### config.mk
export PLATFORM = sky130hd
export DESIGN_NAME = mbt_cell
export DESIGN_NICKNAME = d
export VERILOG_FILES = /design/src/sv/mbt_pkg.sv /design/src/sv/mbt_cell.sv
export SDC_FILE = /design/constraint.sdc
export NUM_CORES = 1
export LEC_CHECK = 0
export BUFFER_PORTS_ARGS = -buffer_cell sky130_fd_sc_hd__buf_2
export CAP_MARGIN = 20
export CORE_ASPECT_RATIO = 0.75
export CORE_MARGIN = 2
export CORE_UTILIZATION = 48
export CTS_CLUSTER_SIZE = 14
export DETAILED_ROUTE_END_ITERATION = 8
export HOLD_SLACK_MARGIN = 0.15
export PLACE_DENSITY = 0.95
export SLEW_MARGIN = 20
export SYNTH_ARGS = -nofsm -noshare
export SYNTH_HDL_FRONTEND = slang
export SYNTH_SLANG_ARGS = --single-unit
### constraint.sdc
create_clock -name clk -period 4.3 [get_ports clk]
set_input_delay 0.215 -clock clk [delete_from_list [all_inputs] [get_ports clk]]
set_output_delay 0.215 -clock clk [all_outputs]
set_load 0.03 [all_outputs]
### src/sv/mbt_pkg.sv
// ============================================================================
// mbt_pkg: shared types and constants of the multiset bag table
// operation codes, item layouts and the flags passed along the cell chain
// ============================================================================
package mbt_pkg;

    // default sizes handed to the top level parameters
    localparam int CAPACITY_DEF    = 64;
    localparam int VALUE_WIDTH_DEF = 32;

    // input item layout
    localparam int FUNC_W     = 2;
    localparam int IN_VALUE_W = 32;
    localparam int S_TDATA_W  = 40;

    // result item layout
    localparam int CNT_OUT_W  = 7;
    localparam int M_TDATA_W  = 16;

    // widest value the sign extension covers
    localparam int EXT_W      = 64;

    typedef enum logic [FUNC_W-1:0] {
        OP_ADD    = 2'd0,
        OP_REMOVE = 2'd1,
        OP_CLEAR  = 2'd2,
        OP_QUERY  = 2'd3
    } op_t;

    // scan token and first-match flag, handed from cell to cell
    typedef struct packed {
        logic tok;
        logic found;
    } scan_flags_t;

endpackage

### src/sv/mbt_cell.sv
// ============================================================================
// mbt_cell: one slot of the bag
// holds one entry, compares it when the scan token passes, counts matches,
// takes a new value on add and its right neighbour's entry on remove
// ============================================================================
module mbt_cell
    import mbt_pkg::*;
#(
    parameter int IDX         = 0,
    parameter int CAPACITY    = CAPACITY_DEF,
    parameter int VALUE_WIDTH = VALUE_WIDTH_DEF,
    localparam int CNT_W      = $clog2(CAPACITY + 1)
)
(
    input  logic                   clk,
    input  logic                   rst_n,
    input  op_t                    op,
    input  logic [VALUE_WIDTH-1:0] key,
    input  logic [CNT_W-1:0]       count,
    input  scan_flags_t            flags_in,
    input  logic [CNT_W-1:0]       cnt_in,
    input  logic [VALUE_WIDTH-1:0] nb_entry,
    output scan_flags_t            flags_out,
    output logic [CNT_W-1:0]       cnt_out,
    output logic [VALUE_WIDTH-1:0] entry
);

    localparam logic [CNT_W-1:0] MY_IDX = CNT_W'(IDX);

    scan_flags_t            flags_reg;
    scan_flags_t            flags_next;
    logic [CNT_W-1:0]       cnt_reg;
    logic [CNT_W-1:0]       cnt_next;
    logic [VALUE_WIDTH-1:0] entry_reg;
    logic [VALUE_WIDTH-1:0] entry_next;
    logic                   occupied;
    logic                   match;

    always_comb
    begin
        occupied         = MY_IDX < count;
        match            = flags_in.tok && occupied && (entry_reg == key);
        flags_next.tok   = flags_in.tok;
        flags_next.found = flags_in.found | match;
        cnt_next         = cnt_in + CNT_W'(match);
        entry_next       = entry_reg;
        if (flags_in.tok && (op == OP_ADD) && (MY_IDX == count))
        begin
            // first free slot takes the new value
            entry_next = key;
        end
        else if (flags_in.tok && (op == OP_REMOVE) && (flags_in.found || match))
        begin
            // close the gap left by the removed copy
            entry_next = nb_entry;
        end
    end

    always_ff @(posedge clk or negedge rst_n)
    begin
        if (!rst_n)
        begin
            flags_reg <= '0;
        end
        else
        begin
            flags_reg <= flags_next;
        end
    end

    always_ff @(posedge clk)
    begin
        cnt_reg   <= cnt_next;
        entry_reg <= entry_next;
    end

    assign flags_out = flags_reg;
    assign cnt_out   = cnt_reg;
    assign entry     = entry_reg;

endmodule

# [Word-level counts from Yosys, hierarchy flattened]
# Index checks and enable logic that the tools add are counted.
# W data, S select, Z words.
[word_totals] mem_count=0 ff_bits=41 ram_bits=0 latchBits=0 rom_bits=0
[op_classes] n_shift=0 n_eq_ne=2 add_sub_neg=1 mux=2 order_cmp=1 reduce_logical=10 n_bitwise=1 multipliers=0 div_mod_pow=0
[op_table] cell="$mux W32" count=2
[op_table] cell="$eq A32 B32 Y1" count=1
[op_table] cell="$add A7 B1 Y7" count=1
[op_table] cell="$logic_not A7 Y1" count=1
[op_table] cell="$lt A1 B7 Y1 const A" count=1
[op_table] cell="$logic_and A1 B1 Y1" count=6
[op_table] cell="$eq A2 B1 Y1 const B" count=1
[op_table] cell="$logic_not A2 Y1" count=1
[op_table] cell="$reduce_bool A2 Y1" count=1
[op_table] cell="$logic_or A1 B1 Y1" count=1
[op_table] cell="$or A1 B1 Y1" count=1

# [Depth between registers and ports, before layout]
[logic_depth] ltp_word=7 ltp_mapped=8 mapped_depth_nobuf=8

# [Worst setup path after synthesis]
# OpenSTA, ideal clock, no wires.
[synth_timing] kind="register -> register" from="register entry_reg[21], in the netlist entry[21]" to="register entry_reg[0], in the netlist entry[0] (enable)" setup_time_ps=375 arrival_time_ps=1873 required_ps=3925 n_path_buf=0 stages_incl_launch_ff=6 setup_slack_ps=2052 synth_period_minus_slack_ps=2248 path_cell_list="edfxtp_1 -> xor2_1 -> nor4_1 -> nand4_1 -> nor4_1 -> or2_2"
[synth_via] elab_chain_len=5
[synth_lines] element="start, declared" line_no="mbt_cell.sv:34" rtl="logic [VALUE_WIDTH-1:0] entry_reg;"
[synth_lines] element="start signal, assigned" line_no="mbt_cell.sv:74" rtl="entry_reg <= entry_next;"
[synth_lines] element="$eq A32 B32 Y1" line_no="mbt_cell.sv:42" rtl="match = flags_in.tok && occupied && (entry_reg == key);"
[synth_lines] element="$logic_and A1 B1 Y1" line_no="mbt_cell.sv:42"
[synth_lines] element="$logic_or A1 B1 Y1" line_no="mbt_cell.sv:52" rtl="else if (flags_in.tok && (op == OP_REMOVE) && (flags_in.found || match))"
[synth_lines] element="$logic_and A1 B1 Y1" line_no="mbt_cell.sv:52"
[synth_lines] element="$reduce_bool A2 Y1 (no line)"
# No other way between the ends.
# A chain may end at the register's enable or synchronous reset.

# [Final worst setup path]
[layout_timing] from="input port flags_in[1] (netlist bit)" to="register entry_reg[0], in the netlist entry[0] (enable)"
[layout_via] elab_chain_len=5
[layout_lines] element="start, declared" line_no="mbt_cell.sv:20" rtl="input scan_flags_t flags_in,"
[layout_lines] element="$logic_and A1 B1 Y1 (2 in a row)" line_no="mbt_cell.sv:42"
[layout_lines] element="$logic_or A1 B1 Y1" line_no="mbt_cell.sv:52"
[layout_lines] element="$logic_and A1 B1 Y1" line_no="mbt_cell.sv:52"
[layout_lines] element="$reduce_bool A2 Y1 (no line) (*)"
# Every way passes the cells marked *; elsewhere a longest branch is shown, timed or not.

==> results.json <==
{
  "synth.area.mux_share_pct": 21.2,
  "drt_iter0_drc": 66,
  "initial_core_util_pct": 49.8,
  "yosysSeqAreaShare_pct": 52.1,
  "io_pins": 125,
  "pre_cts_ws_ns": 1.45,
  "yosys.area_share.adder_pct": 1.13,
  "vdd_drop_max_uv": 202,
  "synth-seq-cells": 41,
  "cts_root_buf": "clkbuf_8",
  "syn_avg_cell_area_um2": 15.2,
  "dpl_cell_area_um2": 2830,
  "setup_violations": 0,
  "powerDensity_nw_per_um2": 286,
  "core_um2": 4440,
  "diodes": 0,
  "cp_max_fo": 33,
  "clock_sinks": 41,
  "die_w_um": 82.3,
  "max_freq_mhz": 361,
  "worstSkewPairLatency_ns": 0.30,
  "synthDistinctLibCells": 22,
  "crit_chain": "dlygate4sd3_1, buf_2, nand2b_1, or3_2, o21ai_0, or2_2",
  "placed_cells": 322,
  "status": "completed",
  "ys_async_sr_fraction_pct": 4.88,
  "synth_compound_area_share_pct": 0.227,
  "cp_slowest_stage_delay_ns": 0.87,
  "hold_slack_ns": 0.198,
  "fin_nets": 367,
  "setup_ws_ns": 1.53,
  "drc_errors": 0,
  "cts_tree": "built",
  "synth-main-ff-cell": "edfxtp_1",
  "track_usage_pct": 19.6,
  "rsz0062_at_grt": "no",
  "relSlewSlack_pct": 31.0,
  "final_area_um2": 3010,
  "max_cap_viol_count": 0,
  "synthCells": 145,
  "fp.dieArea_um2": 5170,
  "synth_top_family_by_area": "multiplexers",
  "gp_congestion": 0.716,
  "report.final.slew_viol_count": 0,
  "grt_antenna_before_repair": 0,
  "first_pass_iters": 4,
  "tns_ns": 0,
  "drt.antenna.violating_nets": 0,
  "wirelength_um": 5110,
  "worstSetupEndpointType": "flop",
  "synthSimpleGateAreaFrac_pct": 7.25,
  "h-tree-depth": 2,
  "io_buffers": 124,
  "start_kind": "input pin",
  "syn_nets": 231,
  "vias": 1665,
  "p_leak_nw": 1.44,
  "cpMaxStageDelayCell": "or3_2",
  "finalCritPeriodShare_pct": 64.5,
  "wl_per_cell_um": 15.1,
  "yosysWarningCount": 0,
  "crit_type": "input pin to flop",
  "die-height_um": 62.8,
  "period_needed_ns": 2.77,
  "fin_cells": 339,
  "dp_hpwl_um": 3920,
  "netlist_area_um2": 2210,
  "post_synth_xor_area_fraction_pct": 14.7,
  "worst_slew_pin_slew_ns": 1.04,
  "synth_edf_count": 32,
  "drive_gt1_share_pct": 59.2,
  "largest_reg_flops": 32,
  "clockBufferDepth": 2,
  "clk_pin_slew_ns": 0.08,
  "viasPerCell": 4.91,
  "hold_viol": 0,
  "grt_pass1_vias": 1672,
  "cts_buffers": 5,
  "hp-class": "input pin to flop",
  "post_cts_buffers": 0,
  "grt-ovfl-total": 0,
  "area_growth_syn_to_layout_pct": 36.4,
  "arrival_ns": 2.70,
  "grt_pass1_wl_um": 7350,
  "skew_ns": 0.00966,
  "grt_max_degree": 34,
  "worstPathRequired_ns": 4.22,
  "rows": 21
}
logic make-up after synthesis:
group / Yosys count
AO/OA/AOI/OAI: 1
AND/OR/NAND/NOR: 27
flip-flops: 41
buffers and inverters: 5
adder cells (fa/ha/maj): 2
XOR/XNOR: 37
multiplexers: 32
metal layers:
layer | part of all wire [%] | global-route usage (%) | routed length [um]
met5 | 0 | 0 | 0
met2 | 49 | 34.4 | 2500
met3 | 8.6 | 5.64 | 441
met1 | 40 | 22.4 | 2060
met4 | 2.1 | 7.08 | 107
layout by cell type (no fill, tap or decap), types with 2 or more instances in the layout:
cell	Yosys	routed
buf_2	0	124
clkbuf_8	0	6
dfrtp_1	2	2
dfxtp_1	7	7
dlygate4sd3_1	0	9
edfxtp_1	32	32
ha_1	2	2
mux2_2	3	3
mux2_4	29	29
nand2_1	3	3
nand3_1	5	5
nand4_1	2	2
nor4_1	9	9
or2_2	2	2
xnor2_1	8	8
xor2_1	29	29
critical path: cells and delay by family:
kind | cells | cell delay, ns
simple gates | 3 | 1.57
buf+inv | 2 | 0.66
compound gates | 1 | 0.20
cell type report:
| type | count | area [um2] |
|---|---|---|
| fill | 334 | 1430 |
| inverter | 1 | 3.75 |
| timing repair buffer | 133 | 711 |
| tap | 57 | 71.3 |
| clock inverter | 1 | 6.26 |
| multi-input combinational | 99 | 985 |
| clock buffer | 7 | 86.3 |
| sequential | 41 | 1150 |
repair_timing:
action                                 CTS  global route
setup endpoints to repair                0             0
hold buffers                             9             0
resized for setup                        0             0
endpoints found under the hold margin   10             0
Yosys cell counts (2+ instances only):
library cell  count  area share, %
edfxtp_1         32             43
mux2_4           29             20
xor2_1           29             11
nor4_1            9            2.5
xnor2_1           8            3.2
dfxtp_1           7            6.3
nand3_1           5            1.1
buf_12            3            2.7
mux2_2            3            1.5
nand2_1           3           0.51
dfrtp_1           2            2.3
ha_1              2            1.1
nand4_1           2           0.57
or2_2             2           0.57
or3_1             2           0.57
worst paths after layout:
path	from	endpoint	slack, ns	cells after the start
min in group asynchronous	rst_n	flags_out[1]	0.22	2
worst min register to register	entry[10]	cnt_out[0]	0.90	4
worst max register to register	entry[16]	cnt_out[4]	1.77	8
worst min-delay path	cnt_in[1]	cnt_out[1]	0.20	2
max in group asynchronous	rst_n	flags_out[0]	3.97	2
worst max-delay path	flags_in[1]	entry[0]	1.53	6
metrics by stage:
stage               utilization (%)  power [mW]
CTS                            67.9       0.863
floorplan                         -       0.532
finish                         67.9       0.861
global route                   67.9       0.893
global placement               63.8       0.596
detailed placement             63.8       0.601
power by group:
part | leakage, nW | internal, mW | switching (mW)
Clock | 0.0488 | 0.131 | 0.132
Combinational | 1.02 | 0.0748 | 0.0729
Sequential | 0.373 | 0.442 | 0.00787
Total | 1.44 | 0.648 | 0.213
Power figures use the tool's default switching activity.
